`config.mk`:
```
export PLATFORM = sky130hd
export DESIGN_NAME = config_text_tokenizer
export DESIGN_NICKNAME = d
export VERILOG_FILES = /design/src/design/cttok_pkg.sv /design/src/design/cttok_decode.sv /design/src/design/cttok_outq.sv /design/src/design/config_text_tokenizer.sv
export SDC_FILE = /design/constraint.sdc
export NUM_CORES = 1
export LEC_CHECK = 0
export BUFFER_PORTS_ARGS = -buffer_cell sky130_fd_sc_hd__buf_2
export CORE_MARGIN = 2
export CORE_UTILIZATION = 64
export CTS_BUF_LIST = sky130_fd_sc_hd__clkbuf_4
export DETAILED_ROUTE_END_ITERATION = 7
export GPL_TIMING_DRIVEN = 0
export PLACE_DENSITY = 0.95
export SLEW_MARGIN = 20
export SYNTH_ARGS = -nofsm -noshare
export SYNTH_HDL_FRONTEND = slang
export SYNTH_SLANG_ARGS = --single-unit
```
`constraint.sdc`:
```
create_clock -name clk_i -period 5.79 [get_ports clk_i]
set_clock_uncertainty 0.05 [all_clocks]
set_input_delay 0 -clock clk_i [delete_from_list [all_inputs] [get_ports clk_i]]
set_output_delay 0 -clock clk_i [all_outputs]
set_load 0.005 [all_outputs]
```
`src/design/cttok_pkg.sv`:
```
// ----------------------------------------------------------------------------
// cttok_pkg
// Types, codes and character helpers shared by the config text tokenizer.
// ----------------------------------------------------------------------------
`timescale 1ns / 1ps
`default_nettype none

package cttok_pkg;

  // input beat: one text byte or an end marker
  typedef struct packed {
    logic [7:0] text_byte;
    logic       end_flag;
  } in_t;

  // output beat: one lexer event
  typedef struct packed {
    logic [1:0] event_kind;
    logic [3:0] token_kind;
    logic [7:0] char_out;
    logic       abandoned;
    logic       last_of_run;
  } out_t;

  typedef enum logic [1:0] {
    EV_BYTE  = 2'd0,
    EV_DONE  = 2'd1,
    EV_PUNCT = 2'd2,
    EV_END   = 2'd3
  } event_e;

  typedef enum logic [5:0] {
    MODE_SKIP    = 6'b000001,
    MODE_SLASH   = 6'b000010,
    MODE_COMMENT = 6'b000100,
    MODE_IDENT   = 6'b001000,
    MODE_STRING  = 6'b010000,
    MODE_STRESC  = 6'b100000
  } mode_e;

  localparam logic [3:0] TK_IDENT  = 4'd0;
  localparam logic [3:0] TK_STRING = 4'd1;
  localparam logic [3:0] TK_NONE   = 4'd0;
  localparam logic [3:0] TK_LPAREN = 4'd2;
  localparam logic [3:0] TK_RPAREN = 4'd3;
  localparam logic [3:0] TK_LBRACE = 4'd4;
  localparam logic [3:0] TK_RBRACE = 4'd5;
  localparam logic [3:0] TK_LBRACK = 4'd6;
  localparam logic [3:0] TK_RBRACK = 4'd7;
  localparam logic [3:0] TK_HYPHEN = 4'd8;
  localparam logic [3:0] TK_COMMA  = 4'd9;
  localparam logic [3:0] TK_COLON  = 4'd10;

  localparam logic [7:0] CH_NEWLINE   = 8'h0A;
  localparam logic [7:0] CH_QUOTE     = 8'h22;
  localparam logic [7:0] CH_SLASH     = 8'h2F;
  localparam logic [7:0] CH_BACKSLASH = 8'h5C;
  localparam logic [7:0] CH_UNDERLINE = 8'h5F;
  localparam logic [7:0] CH_UPPER_A   = 8'h41;
  localparam logic [7:0] CH_UPPER_Z   = 8'h5A;
  localparam logic [7:0] CH_LOWER_A   = 8'h61;
  localparam logic [7:0] CH_LOWER_Z   = 8'h7A;

  function automatic logic is_letter(input logic [7:0] c);
    return ((c >= CH_UPPER_A) && (c <= CH_UPPER_Z)) ||
           ((c >= CH_LOWER_A) && (c <= CH_LOWER_Z));
  endfunction

  // punctuation code, TK_NONE when the byte is not punctuation
  function automatic logic [3:0] punct_kind(input logic [7:0] c);
    logic [3:0] k;
    unique case (c)
      8'h28:   k = TK_LPAREN;
      8'h29:   k = TK_RPAREN;
      8'h7B:   k = TK_LBRACE;
      8'h7D:   k = TK_RBRACE;
      8'h5B:   k = TK_LBRACK;
      8'h5D:   k = TK_RBRACK;
      8'h2D:   k = TK_HYPHEN;
      8'h2C:   k = TK_COMMA;
      8'h3A:   k = TK_COLON;
      default: k = TK_NONE;
    endcase
    return k;
  endfunction

endpackage

`default_nettype wire

```
`src/design/cttok_decode.sv`:
```
// ----------------------------------------------------------------------------
// cttok_decode
// Lexer step: from the current mode and one input beat, the events it causes
// (up to two) and the next mode.
// ----------------------------------------------------------------------------
`timescale 1ns / 1ps
`default_nettype none

module cttok_decode (
  input  cttok_pkg::mode_e mode_i,
  input  cttok_pkg::in_t   item_i,
  output cttok_pkg::out_t  res0_o,
  output cttok_pkg::out_t  res1_o,
  output logic [1:0]       num_o,
  output cttok_pkg::mode_e mode_o
);

  logic [7:0]       c;
  logic [3:0]       pk;
  logic             c_letter;
  cttok_pkg::out_t  sk_res;
  logic             sk_emit;
  cttok_pkg::mode_e sk_mode;
  cttok_pkg::out_t  byte_res;
  cttok_pkg::out_t  r0;
  cttok_pkg::out_t  r1;
  logic [1:0]       n;
  logic             open_tok;

  assign c        = item_i.text_byte;
  assign pk       = cttok_pkg::punct_kind(c);
  assign c_letter = cttok_pkg::is_letter(c);
  assign open_tok = (mode_i == cttok_pkg::MODE_IDENT) ||
                    (mode_i == cttok_pkg::MODE_STRING) ||
                    (mode_i == cttok_pkg::MODE_STRESC);

  // handling of a byte seen between tokens
  always_comb begin
    sk_res  = '0;
    sk_emit = 1'b0;
    sk_mode = cttok_pkg::MODE_SKIP;
    priority if (c_letter) begin
      sk_mode            = cttok_pkg::MODE_IDENT;
      sk_emit            = 1'b1;
      sk_res.event_kind  = cttok_pkg::EV_BYTE;
      sk_res.token_kind  = cttok_pkg::TK_IDENT;
      sk_res.char_out    = c;
    end else if (c == cttok_pkg::CH_QUOTE) begin
      sk_mode = cttok_pkg::MODE_STRING;
    end else if (pk != cttok_pkg::TK_NONE) begin
      sk_emit           = 1'b1;
      sk_res.event_kind = cttok_pkg::EV_PUNCT;
      sk_res.token_kind = pk;
    end else if (c == cttok_pkg::CH_SLASH) begin
      sk_mode = cttok_pkg::MODE_SLASH;
    end else begin
      sk_mode = cttok_pkg::MODE_SKIP;
    end
  end

  always_comb begin
    byte_res            = '0;
    byte_res.event_kind = cttok_pkg::EV_BYTE;
    byte_res.token_kind = (mode_i == cttok_pkg::MODE_IDENT) ? cttok_pkg::TK_IDENT
                                                             : cttok_pkg::TK_STRING;
    byte_res.char_out   = c;
  end

  always_comb begin
    r0     = '0;
    r1     = '0;
    n      = 2'd0;
    mode_o = mode_i;
    if (item_i.end_flag) begin
      r0.event_kind = cttok_pkg::EV_END;
      r0.abandoned  = open_tok;
      n             = 2'd1;
      mode_o        = cttok_pkg::MODE_SKIP;
    end else begin
      unique case (mode_i)
        cttok_pkg::MODE_SLASH: begin
          if (c == cttok_pkg::CH_SLASH) begin
            mode_o = cttok_pkg::MODE_COMMENT;
          end else begin
            r0     = sk_res;
            n      = {1'b0, sk_emit};
            mode_o = sk_mode;
          end
        end
        cttok_pkg::MODE_COMMENT: begin
          if (c == cttok_pkg::CH_NEWLINE) begin
            mode_o = cttok_pkg::MODE_SKIP;
          end
        end
        cttok_pkg::MODE_IDENT: begin
          if (c_letter || (c == cttok_pkg::CH_UNDERLINE)) begin
            r0 = byte_res;
            n  = 2'd1;
          end else begin
            // identifier ends; the ending byte is then seen as between tokens
            r0.event_kind = cttok_pkg::EV_DONE;
            r0.token_kind = cttok_pkg::TK_IDENT;
            r1            = sk_res;
            n             = sk_emit ? 2'd2 : 2'd1;
            mode_o        = sk_mode;
          end
        end
        cttok_pkg::MODE_STRING: begin
          priority if (c == cttok_pkg::CH_QUOTE) begin
            r0.event_kind = cttok_pkg::EV_DONE;
            r0.token_kind = cttok_pkg::TK_STRING;
            n             = 2'd1;
            mode_o        = cttok_pkg::MODE_SKIP;
          end else if (c == cttok_pkg::CH_BACKSLASH) begin
            mode_o = cttok_pkg::MODE_STRESC;
          end else if (c != cttok_pkg::CH_NEWLINE) begin
            r0 = byte_res;
            n  = 2'd1;
          end else begin
            mode_o = cttok_pkg::MODE_STRING;
          end
        end
        cttok_pkg::MODE_STRESC: begin
          // newline is dropped even when escaped
          if (c != cttok_pkg::CH_NEWLINE) begin
            r0 = byte_res;
            n  = 2'd1;
          end
          mode_o = cttok_pkg::MODE_STRING;
        end
        default: begin
          r0     = sk_res;
          n      = {1'b0, sk_emit};
          mode_o = sk_mode;
        end
      endcase
    end

    // mark the final event of this beat
    priority if (n == 2'd2) begin
      r1.last_of_run = 1'b1;
    end else if (n == 2'd1) begin
      r0.last_of_run = 1'b1;
    end else begin
      r0.last_of_run = 1'b0;
    end
  end

  assign res0_o = r0;
  assign res1_o = r1;
  assign num_o  = n;

endmodule

`default_nettype wire

```
`src/design/cttok_outq.sv`:
```
// ----------------------------------------------------------------------------
// cttok_outq
// Two-slot result register; takes up to two events at once and hands them out
// one beat at a time.
// ----------------------------------------------------------------------------
`timescale 1ns / 1ps
`default_nettype none

module cttok_outq (
  input  logic            clk_i,
  input  logic            rst_ni,
  input  logic            push_i,
  input  cttok_pkg::out_t res0_i,
  input  cttok_pkg::out_t res1_i,
  input  logic [1:0]      num_i,
  output logic            space_o,
  output logic            out_valid_o,
  input  logic            out_ready_i,
  output cttok_pkg::out_t out_data_o
);

  cttok_pkg::out_t slot0_q, slot0_d;
  cttok_pkg::out_t slot1_q, slot1_d;
  logic [1:0]      cnt_q, cnt_d;
  logic            pop;

  assign out_valid_o = (cnt_q != 2'd0);
  assign out_data_o  = slot0_q;
  assign pop         = out_valid_o && out_ready_i;
  // a new beat may enter once the buffer drains this cycle
  assign space_o     = (cnt_q == 2'd0) || ((cnt_q == 2'd1) && out_ready_i);

  always_comb begin
    slot0_d = slot0_q;
    slot1_d = slot1_q;
    cnt_d   = cnt_q;
    priority if (push_i) begin
      slot0_d = res0_i;
      slot1_d = res1_i;
      cnt_d   = num_i;
    end else if (pop) begin
      slot0_d = slot1_q;
      cnt_d   = cnt_q - 2'd1;
    end else begin
      cnt_d = cnt_q;
    end
  end

  always_ff @(posedge clk_i or negedge rst_ni) begin
    if (!rst_ni) begin
      cnt_q <= 2'd0;
    end else begin
      cnt_q <= cnt_d;
    end
  end

  always_ff @(posedge clk_i) begin
    slot0_q <= slot0_d;
    slot1_q <= slot1_d;
  end

  a_cnt_range: assert property (@(posedge clk_i) disable iff (!rst_ni)
    cnt_q != 2'd3)
    else $error("result count out of range");

  a_push_empty: assert property (@(posedge clk_i) disable iff (!rst_ni)
    push_i |-> ((cnt_q == 2'd0) || ((cnt_q == 2'd1) && pop)))
    else $error("push onto a buffer that still holds results");

  a_lone_is_last: assert property (@(posedge clk_i) disable iff (!rst_ni)
    (cnt_q == 2'd1) |-> slot0_q.last_of_run)
    else $error("single held result is not marked last");

  a_drain_two: assert property (@(posedge clk_i) disable iff (!rst_ni)
    ((cnt_q == 2'd2) && pop) |=> (cnt_q == 2'd1))
    else $error("second result lost after first beat");

endmodule

`default_nettype wire

```
`src/design/config_text_tokenizer.sv`:
```
// ----------------------------------------------------------------------------
// config_text_tokenizer
// Streaming lexer for a small configuration text language.
//
//   channel | direction | handshake               | beat
//   in      | input     | in_valid_i / in_ready_o   | in_t  (byte or end marker)
//   out     | output    | out_valid_o / out_ready_i | out_t (one lexer event)
//
// events of a beat accepted at one edge appear on the output from the next cycle
// a beat that gives one event or none sustains one beat per cycle unless the
// output stalls; a beat that gives two events (identifier closed by punctuation)
// holds the input while the second event drains from the two-slot buffer
// reset returns the lexer to skip mode and empties the result register
// in_ready_o follows out_ready_i combinationally when one event is held
// ----------------------------------------------------------------------------
`timescale 1ns / 1ps
`default_nettype none

module config_text_tokenizer (
  input  logic            clk_i,
  input  logic            rst_ni,
  input  logic            in_valid_i,
  output logic            in_ready_o,
  input  cttok_pkg::in_t  in_data_i,
  output logic            out_valid_o,
  input  logic            out_ready_i,
  output cttok_pkg::out_t out_data_o
);

  cttok_pkg::mode_e mode_q, mode_d;
  cttok_pkg::mode_e mode_next;
  cttok_pkg::out_t  res0;
  cttok_pkg::out_t  res1;
  logic [1:0]       num;
  logic             space;
  logic             accept;

  assign in_ready_o = space;
  assign accept     = in_valid_i && space;
  assign mode_d     = accept ? mode_next : mode_q;

  cttok_decode u_decode (
    .mode_i (mode_q),
    .item_i (in_data_i),
    .res0_o (res0),
    .res1_o (res1),
    .num_o  (num),
    .mode_o (mode_next)
  );

  cttok_outq u_outq (
    .clk_i       (clk_i),
    .rst_ni      (rst_ni),
    .push_i      (accept),
    .res0_i      (res0),
    .res1_i      (res1),
    .num_i       (num),
    .space_o     (space),
    .out_valid_o (out_valid_o),
    .out_ready_i (out_ready_i),
    .out_data_o  (out_data_o)
  );

  always_ff @(posedge clk_i or negedge rst_ni) begin
    if (!rst_ni) begin
      mode_q <= cttok_pkg::MODE_SKIP;
    end else begin
      mode_q <= mode_d;
    end
  end

endmodule

`default_nettype wire
```
==> results of run 1 <==
==> timing repair <==
action / 4_1_cts / 5_1_grt
hold buffers: 3 / 0
endpoints found under the hold margin: 9 / 0
endpoints found under the setup margin: 0 / 0
==> per-stage QoR <==
step | power [mW] | utilization (%) | instances
2_1_floorplan | 0.576 | - | 221
4_1_cts | 0.887 | 78.5 | 308
3_3_place_gp | 0.654 | 74.6 | 297
6_report | 0.889 | 78.5 | 308
3_5_place_dp | 0.668 | 74.6 | 297
5_1_grt | 0.933 | 78.5 | 308
==> worst paths after layout <==
kind,from,slack (ns),endpoint
max reg2reg,u_outq.cnt_q[0],3.05,u_outq.out_data_o[7]
max in group asynchronous,rst_ni,4.87,mode_q[5]
max,u_outq.cnt_q[0],3.05,u_outq.out_data_o[7]
min,in_data_i[7],0.01,u_outq.out_data_o[8]
min reg2reg,mode_q[0],0.48,mode_q[0]
min in group asynchronous,rst_ni,0.07,mode_q[0]
==> metal layers <==
metal | vias to the layer above | share of wire, % | GRT usage [%]
li1 | 905 | - | -
met1 | 873 | 41 | 34.1
met2 | 110 | 48 | 42.4
met3 | 17 | 8.8 | 4.29
met4 | 0 | 2.5 | 13.0
met5 | - | 0 | 0
==> registers in the layout, indices dropped and copies added, names as in the netlist <==
| register | count |
|---|---|
| u_outq.out_data_o | 16 |
| u_outq.cnt_q | 2 |
| u_outq.slot1_q | 14 |
| mode_q | 6 |
==> cells by family after synthesis <==
group,Yosys count
xor gates and xnor gates,5
buffers and inverters,19
DFF,38
and+or+nand+nor,98
other,1
muxes,1
AOI/OAI and AO/OA,50
adders and majority gates,2
==> synth_stat cells (2+ instances only) <==
| library cell | n |
|---|---|
| nor2_1 | 30 |
| clkbuf_1 | 2 |
| a32o_1 | 6 |
| nor3_4 | 3 |
| o31ai_4 | 2 |
| o211ai_1 | 4 |
| nand2b_1 | 2 |
| xnor2_1 | 2 |
| buf_2 | 4 |
| and4_1 | 2 |
| and4b_1 | 3 |
| o21ai_0 | 8 |
| a21o_1 | 2 |
| a21oi_1 | 8 |
| nor4b_1 | 2 |
| or3b_2 | 2 |
| xor2_1 | 3 |
| a221o_1 | 3 |
| edfxtp_1 | 30 |
| o2bb2ai_1 | 2 |
| ha_1 | 2 |
| and2_1 | 2 |
| a22o_1 | 4 |
| buf_6 | 4 |
| nor4_1 | 2 |
| nand3_1 | 9 |
| nand2_1 | 16 |
| dfrtp_1 | 7 |
| inv_1 | 8 |
| or2_2 | 2 |
| nor3_1 | 3 |
| nor2b_1 | 2 |
| o21ai_1 | 2 |
| nand4_1 | 4 |
==> power breakdown <==
part           internal (mW)  switching, mW
clock network          0.133         0.0901
registers              0.388         0.0228
logic                  0.104          0.151
total                  0.624          0.264
==> worst max-delay path: stages, from the launching register on <==
cell and delay [ns]:
dfrtp_1 0.43, inv_1 0.07, ha_1 0.19, a21o_1 0.11, nand2_1 0.22, inv_1 0.62
nand2_1 0.26, nor2_1 0.24, o311ai_0 0.26, o211ai_1 0.15
==> cell type report <==
cell class	count	area [um^2]	area share, %
multi-input combinational	164	1090	41.2
inverter	8	30.0	1.14
clock inverter	3	63.8	2.42
timing repair buffer	33	180	6.82
clock buffer	5	37.5	1.42
buffer	11	80.1	3.03
tap	46	57.6	2.18
sequential	38	1100	41.8
==> impl_metrics.csv, run 1 <==
group,metric,value,unit
logic_synthesis,synth-simple-area-share,25.2,%
route,drt_pass1_iterations,5,
logic_synthesis,synth_fa_ha_area_share,1.10,%
finish,drive_above_1_share,25.6,%
place,port_buffers,30,
cts,cts.clk_slew.worst_paths,0.12,ns
route,vias_per_cell,6.19,
logic_synthesis,synthDistinctLibCells,61,
logic_synthesis,avgSynthCellArea,10.6,um^2
logic_synthesis,seq_area_frac_synth,48.5,%
hold_path,holdPathStages,2,
cts,clockBufferDepth,2,
logic_synthesis,synth_top_area_cell,"edfxtp_1",
setup_path,worst_ep_arrival_time,2.90,ns
setup_path,worstPathRequired,5.95,ns
global_routing,grt_pass1_wl,8.07,mm
logic_synthesis,syn_inst,214,
floorplanning,die_h,63.6,um
logic_synthesis,synth_mux_area_share,0.495,%
timing,tightest_slew,0.723,ns
cts,cts_sinks,38,
cts,cts.repair.resized,0,
logic_synthesis,synth-compound-area-share,17.8,%
logic_synthesis,ys_ff_latch,38,
timing,fin_crit_sh,47.4,%
logic_synthesis,synthTopCellsByArea,"edfxtp_1 (40%), dfrtp_1 (7.7%), nor2_1 (5.0%)",
route,drt_iter0_drc,166,
global_routing,track_usage,26.2,%
logic_synthesis,syn_area,0.00227,mm^2
route,antenna_left,0,
setup_path,crit_fanout,19,
finish,final_nets,276,
floorplanning,start_util,67.6,%
cts,cts_setup_buffers,0,
logic_synthesis,synth_top_cell_area_share,39.6,%
floorplanning,dieArea,0.00405,mm^2
route,drc_errors,0,
place,post_dp_cell_area,0.00251,mm^2
pwr,p_leak,1.06,nW
timing,hold_viol_final,0,
pwr,power_density,337,mW/mm^2
timing,rsz0062_at_grt,"false",
global_routing,gr-total-overflow,0,
finish,most-common-layout-cells,"buf_2 (34), nor2_1 (30), edfxtp_1 (30)",
timing,finalMaxSlewViolations,0,
flow_run,drv_cap,0,
floorplanning,die_w,63.6,um
route,wire_per_inst,16.2,um
finish,stdcell_area,0.00264,mm^2
floorplanning,core_area,0.00336,mm^2
hold_path,hold_class,"input port to flop",
cts,clk_latency,0.36,ns
cts,h-tree-depth,2,
timing,setup_viol,0,
place,place_congestion,0.909,
finish,final_common_cell,"buf_2",
global_routing,grt_max_degree,21,
finish,fill_cells,244,
timing,holdWs,0.0128,ns
logic_synthesis,synth_top_family_by_area,"simple AND/OR/NAND/NOR gates",
pwr,ir_drop,209,uV
logic_synthesis,synthArstFlopShare,21.1,%
setup_path,r2r_cells,9,
route,dr_total_vias,1905,
timing,final.min_clock_period,2.74,ns
setup_path,critPathKind,"flop to flop",
cts,cts_root_buf,"clkbuf_4",
route,routed_wl,5.00,mm
logic_synthesis,yosys_warnings,0,
floorplanning,io_pins,31,
global_routing,grt_pass1_vias,1760,
logic_synthesis,synth-main-ff-cell,"edfxtp_1",
timing,setup_ws,3.05,ns
logic_synthesis,synth_xor_area_share,1.93,%
timing,relSlewSlack,51.7,%
logic_synthesis,synth_edf_count,30,
finish,num_antenna_cells,0,
setup_path,start_kind,"flop",
outcome,status,"complete, no violations",
place,pre_cts_slack,3.15,ns
timing,final.setup.tns,0,ns
timing,max_freq,0.364,GHz
place,hpwl,3.66,mm
floorplanning,rows,21,
cts,cts_tree,"yes",
setup_path,crit_path_end_kind,"flop",
cts,cts_buffers,5,
finish,areaGrowthSynthToFinish,16.1,%
global_routing,grt_antenna_before_repair,0,
Power figures use the tool's default switching activity.
==> run 2, diff against run 1 <==
ABC_AREA = 1   (was unset)
CORE_UTILIZATION = 54   (was 64)
PLACE_DENSITY = 0.88   (was 0.95)
clock period = 2.3 ns   (was 5.79 ns; I/O delays follow)
==> run 2 against run 1 <==
  * Synthesized area is 0.28% higher
  * Critical path type unchanged
  * Total power grew to 2.8 times the previous value
  * Critical path depth is 1 higher
  * Register-to-register slack worse by 2.8 ns
  * Non-clock buffer count is 6 lower
  * Clock power grew to 2.5 times the previous value
  * Wire length is 2.7% higher
  * Flip-flop and latch count stayed put
  * Largest cell class unchanged
  * Die area is 18% higher
==> impl_metrics.csv, run 2 <==
group,metric,value,unit
pwr,power_density,925,mW/mm^2
cts,cts.clk_slew.worst_paths,0.12,ns
finish,areaGrowthSynthToFinish,17.2,%
route,drc_errors,0,
finish,most-common-layout-cells,"nand2_1 (87), nor2_1 (34), inv_1 (32)",
setup_path,worstPathRequired,2.48,ns
floorplanning,dieArea,0.00476,mm^2
flow_run,drv_cap,0,
finish,fill_cells,343,
timing,rsz0062_at_grt,"false",
timing,final.min_clock_period,2.04,ns
timing,fin_crit_sh,88.7,%
global_routing,grt_pass1_wl,8.38,mm
finish,final_common_cell,"nand2_1",
setup_path,worst_ep_arrival_time,2.22,ns
pwr,power,2.47,mW
finish,layout.area.seq,0.00110,mm^2
floorplanning,die_h,69.0,um
setup_path,start_kind,"flop",
place,dp_cells,376,
timing,tightest_slew,0.744,ns
logic_synthesis,synth_edf_count,30,
cts,h-tree-depth,2,
logic_synthesis,synth_top_cell_area_share,39.5,%
setup_path,critPathKind,"flop to flop",
global_routing,grt_antenna_before_repair,0,
place,pre_cts_slack,-0.202,ns
place,place_congestion,0.970,
finish,largest_reg_flops,16,
place,hpwl,3.86,mm
route,vias_per_cell,5.31,
timing,finalMaxSlewViolations,0,
floorplanning,rows,23,
timing,hold_viol_final,0,
cts,cts_buffers,5,
route,antenna_left,0,
cts,clockBufferDepth,2,
hold_path,hold_class,"input port to flop",
logic_synthesis,avgSynthCellArea,7.87,um^2
cts,cts_tree,"yes",
logic_synthesis,yosys_warnings,0,
route,dr_total_vias,2066,
timing,relSlewSlack,50.3,%
logic_synthesis,synth_common_cells,"nand2_1 (87), nor2_1 (34), inv_1 (33)",
setup_path,crit_path_end_kind,"flop",
finish,layoutNonFillerInstCount,389,
cts,cts_root_buf,"clkbuf_4",
logic_synthesis,synthArstFlopShare,21.1,%
timing,setup_viol,0,
cts,clk_latency,0.34,ns
cts,cts_sinks,38,
global_routing,gr-total-overflow,0,
pwr,p_leak,1.26,nW
pwr,ir_drop,625,uV
global_routing,track_usage,24.3,%
global_routing,grt_pass1_vias,1863,
finish,final_nets,353,
logic_synthesis,synth_top_area_cell,"edfxtp_1",
finish,drive_above_1_share,20.1,%
logic_synthesis,synthDistinctLibCells,31,
floorplanning,start_util,56.6,%
floorplanning,core_area,0.00403,mm^2
floorplanning,io_pins,31,
logic_synthesis,synth.most_common_cell,"nand2_1",
logic_synthesis,syn_area,0.00228,mm^2
route,drt_iter0_drc,182,
finish,multi_input_area,0.00104,mm^2
hold_path,holdPathStages,3,
finish,post-route-util,66.4,%
logic_synthesis,syn_inst,290,
logic_synthesis,synthTopCellsByArea,"edfxtp_1 (39%), nand2_1 (14%), dfrtp_1 (7.7%)",
timing,final.setup.tns,0,ns
logic_synthesis,synth-main-ff-cell,"edfxtp_1",
route,drt_pass1_iterations,4,
place,port_buffers,29,
setup_path,crit_fanout,10,
setup_path,r2r_cells,10,
route,wire_per_inst,13.2,um
timing,setup_ws,0.260,ns
route,routed_wl,5.13,mm
floorplanning,die_w,69.0,um
global_routing,grt_max_degree,20,
timing,max_freq,0.490,GHz
finish,num_antenna_cells,0,
logic_synthesis,seq_area_frac_synth,48.3,%
logic_synthesis,ys_ff_latch,38,
outcome,status,"complete, no violations",
-- run 2: cell types whose count changed after synthesis, moves of 4 or more --
cell / before / now
buf_6: 4 / 0
nor2_2: 1 / 5
nand3_1: 9 / 23
inv_1: 8 / 33
nand4_1: 4 / 8
inv_2: 0 / 7
nor2_1: 30 / 34
o21ai_1: 2 / 7
nand2_2: 0 / 4
a32o_1: 6 / 1
a22o_1: 4 / 0
nand2_1: 16 / 87
-- run 2: area by class of cell --
type | instances | area share (%)
buffer | 4 | 0.655
clock buffer | 5 | 1.40
clock inverter | 3 | 2.57
inverter | 40 | 5.76
multi-input combinational | 215 | 38.8
sequential | 38 | 41.2
tap | 50 | 2.34
timing repair buffer | 34 | 7.21
-- run 2: path summary, 6_finish.rpt --
check                                       end            start  slack [ns]
max                        u_outq.out_data_o[3]  u_outq.cnt_q[0]        0.26
min reg2reg                           mode_q[0]        mode_q[0]        0.45
max reg2reg                u_outq.out_data_o[3]  u_outq.cnt_q[0]        0.26
max in group asynchronous             mode_q[1]           rst_ni        1.39
min in group asynchronous             mode_q[0]           rst_ni        0.06
min                        u_outq.out_data_o[2]     in_data_i[1]        0.02
-- run 2: stage by stage --
stage	instance area [um^2]	hold slack (ns)
finish	2670	0.0194
global route	2670	0.0542
CTS	2670	0.0136
detailed placement	2510	-0.195
global placement	2510	-0.198
floorplan	2310	-0.346
-- run 2: cell families (layout without fill, tap and decap cells) --
| family | count (synthesis) | count (layout) | synth area share (%) |
|---|---|---|---|
| flip-flops | 38 | 38 | 48.3 |
| adder cells (fa/ha/maj) | 2 | 2 | 1.10 |
| AND/OR/NAND/NOR | 173 | 173 | 34.9 |
| other | 1 | 8 | 0.164 |
| buffers and inverters | 44 | 86 | 7.30 |
| AO/OA/AOI/OAI | 32 | 32 | 8.23 |
-- run 2: worst max-delay path, stage by stage (launching register included) --
cell      delay, ns
dfrtp_1        0.42
inv_1          0.09
ha_1           0.18
inv_1          0.07
nand2_1        0.08
nand2_1        0.15
nor2_1         0.17
clkbuf_1       0.36
nand3_1        0.13
a21o_1         0.17
nand2_1        0.06
-- run 2: per-layer routing --
layer / vias up / share of wire (%) / track usage [%]
met5: - / 0 / 0
met4: 0 / 2.7 / 9.56
met3: 18 / 6.4 / 6.01
met2: 72 / 49 / 41.2
met1: 936 / 41 / 29.6
li1: 1040 / - / -
-- run 2: report_power, final --
group,leakage [nW],switching [mW],internal (mW)
clock,0.0554,0.227,0.340
combinational,0.814,0.539,0.281
sequential,0.394,0.0659,1.02
total,1.26,0.831,1.64
-- run 2: timing repair --
item / CTS / global route
buffers inserted: 1 / 0
hold buffers: 4 / 0
gates resized for setup: 1 / 2
hold endpoints to repair: 10 / 0
pin swaps: 0 / 0
endpoints found under the setup margin: 4 / 18
==> run 3, diff against run 2 <==
CELL_PAD_IN_SITES_DETAIL_PLACEMENT = 1   (was unset)
CELL_PAD_IN_SITES_GLOBAL_PLACEMENT = 1   (was unset)
CORE_UTILIZATION = 40   (was 54)
==> run 3 against run 2 <==
  * Sequential share of layout area decreased by 0.46 points
  * Register-to-register slack worse by 0.08 ns
  * Worst setup slack got worse by 0.077 ns
  * Clock power about the same
  * Fmax fell by 3.6%
  * Critical path depth fell by 1
  * Worst hold slack improved by 0.0040 ns
  * Sequential power barely moved
  * Final cell count is 5.9% higher
  * Largest cell class unchanged
  * Largest power group unchanged
  * Highest routed layer unchanged
==> impl_metrics.csv, run 3 (synthesis results as in run 2) <==
group,metric,value,unit
setup_path,path_buf_inv,4,
setup_path,crit_chain,"inv_1 -> ha_1 -> inv_1 -> nand2_1 -> nand2_1 -> clkbuf_2 -> clkinvlp_4 -> nand3_1 -> o211ai_1",
floorplanning,dieArea,0.00632,mm^2
finish,areaGrowthSynthToFinish,18.5,%
route,wire_per_inst,15.3,um
setup_path,crit_path_end_kind,"flop",
cts,clockBufferDepth,2,
route,drc_errors,0,
outcome,status,"complete, no violations",
global_routing,track_usage,21.7,%
floorplanning,core_area,0.00551,mm^2
timing,rsz0062_at_grt,"false",
route,drt_iter0_drc,117,
place,place_congestion,0.853,
finish,largest_reg_flops,16,
cts,cts_buffers,5,
timing,tightest_slew,0.787,ns
timing,max_freq,0.472,GHz
timing,setup_ws,0.184,ns
pwr,power_density,928,mW/mm^2
finish,drive_above_1_share,20.0,%
global_routing,grt_max_degree,20,
global_routing,grt_antenna_before_repair,0,
finish,most-common-layout-cells,"nand2_1 (87), nor2_1 (34), inv_1 (32)",
route,antenna_left,0,
cts,cts_tree,"yes",
finish,layoutNonFillerInstCount,412,
timing,setup_viol,0,
pwr,p_leak,1.27,nW
floorplanning,die_w,79.5,um
setup_path,cp_top_family,"buffers and inverters",
finish,num_antenna_cells,0,
global_routing,gr-total-overflow,0,
place,post_dp_cell_area,0.00254,mm^2
cts,clk_latency,0.35,ns
finish,fill_cells,720,
pwr,power.internal,1.64,mW
flow_run,drv_cap,0,
timing,relSlewSlack,47.4,%
cts,cts_sinks,38,
setup_path,cpPeakStageDelay,0.40,ns
pwr,power_frac_comb,34.1,%
setup_path,critPathSlowestCell,"dfrtp_1",
cts,h-tree-depth,2,
cts,cts.clk_slew.worst_paths,0.11,ns
route,drt_pass1_iterations,4,
pwr,seqPwrFrac,43.5,%
floorplanning,io_pins,31,
finish,final_common_cell,"nand2_1",
finish,stdcell_area,0.00270,mm^2
place,pre_cts_slack,-0.174,ns
setup_path,start_kind,"flop",
timing,finalMaxSlewViolations,0,
pwr,pwr-share-clk,22.4,%
route,vias_per_cell,5.20,
timing,holdWs,0.0234,ns
hold_path,hold_class,"input port to flop",
pwr,p_sw,0.866,mW
floorplanning,die_h,79.5,um
floorplanning,start_util,41.4,%
route,dr_total_vias,2141,
timing,hold_viol_final,0,
timing,final.min_clock_period,2.12,ns
pwr,ir_drop,514,uV
route,routed_wl,6.30,mm
setup_path,crit_fanout,10,
global_routing,grt_pass1_wl,10.5,mm
floorplanning,rows,27,
place,port_buffers,29,
setup_path,worst_ep_arrival_time,2.16,ns
finish,final_nets,354,
pwr,swShare,34.5,%
setup_path,worstPathRequired,2.35,ns
place,dp_cells,398,
setup_path,critPathKind,"flop to flop",
cts,cts_root_buf,"clkbuf_4",
global_routing,grt_pass1_vias,2187,
place,hpwl,4.78,mm
timing,fin_crit_sh,92.0,%
-- run 3: changes by cell type in the layout (fill, tap and decap cells not counted) --
cell / previous run / this run
buf_4: 1 / 2
clkinv_1: 0 / 1
clkinv_4: 1 / 0
-- run 3: area by class of cell --
type	count	area [um^2]	area share (%)
buffer	4	17.5	0.648
clock buffer	5	37.5	1.39
clock inverter	3	63.8	2.36
inverter	40	154	5.69
multi-input combinational	215	1040	38.4
sequential	38	1100	40.8
tap	72	90.1	3.33
timing repair buffer	35	200	7.40
-- run 3: power by group through the flow --
stage	combinational, mW	sequential (mW)	clock [mW]
floorplan	0.496	1.11	0
global placement	0.781	1.10	0
detailed placement	0.819	1.11	0
CTS	0.860	1.09	0.569
global route	0.965	1.11	0.598
finish	0.855	1.09	0.563
-- run 3: tightest hold or removal path, cell delays in order --
cell and delay (ns):
buf_2 0.13, nand4_1 0.10, nand3_1 0.09
-- run 3: routing by layer --
| layer | global-route usage (%) | wire length (um) | up-vias |
|---|---|---|---|
| met5 | 0 | 0 | - |
| met4 | 6.90 | 124 | 0 |
| met3 | 3.85 | 202 | 14 |
| met2 | 38.7 | 3230 | 41 |
| met1 | 26.5 | 2740 | 1039 |
| li1 | - | - | 1047 |
-- run 3: worst paths after layout --
| path | startpoint | end | slack [ns] | cells past startpoint |
|---|---|---|---|---|
| worst min register to register | mode_q[0] | mode_q[0] | 0.47 | 2 |
| worst min-delay path | in_data_i[7] | u_outq.out_data_o[8] | 0.02 | 3 |
| worst max register to register | u_outq.cnt_q[0] | u_outq.out_data_o[15] | 0.18 | 9 |
| min in group asynchronous | rst_ni | mode_q[0] | 0.05 | 2 |
| max in group asynchronous | rst_ni | u_outq.cnt_q[1] | 1.36 | 3 |
| worst max-delay path | u_outq.cnt_q[0] | u_outq.out_data_o[15] | 0.18 | 9 |
-- run 3: per-stage QoR --
step	TNS (ns)	utilization [%]	total power, mW
detailed placement	-0.379	46.2	1.93
floorplan	0	-	1.61
CTS	0	48.9	2.52
global route	0	49.1	2.68
finish	0	49.1	2.51
global placement	-0.137	46.2	1.88
-- run 3: what timing repair did --
item | in CTS | in global routing
gates resized for setup | 2 | 0
endpoints found under the hold margin | 9 | 1
setup buffers | 2 | 0
setup endpoints to repair | 4 | 0
hold buffers | 3 | 1
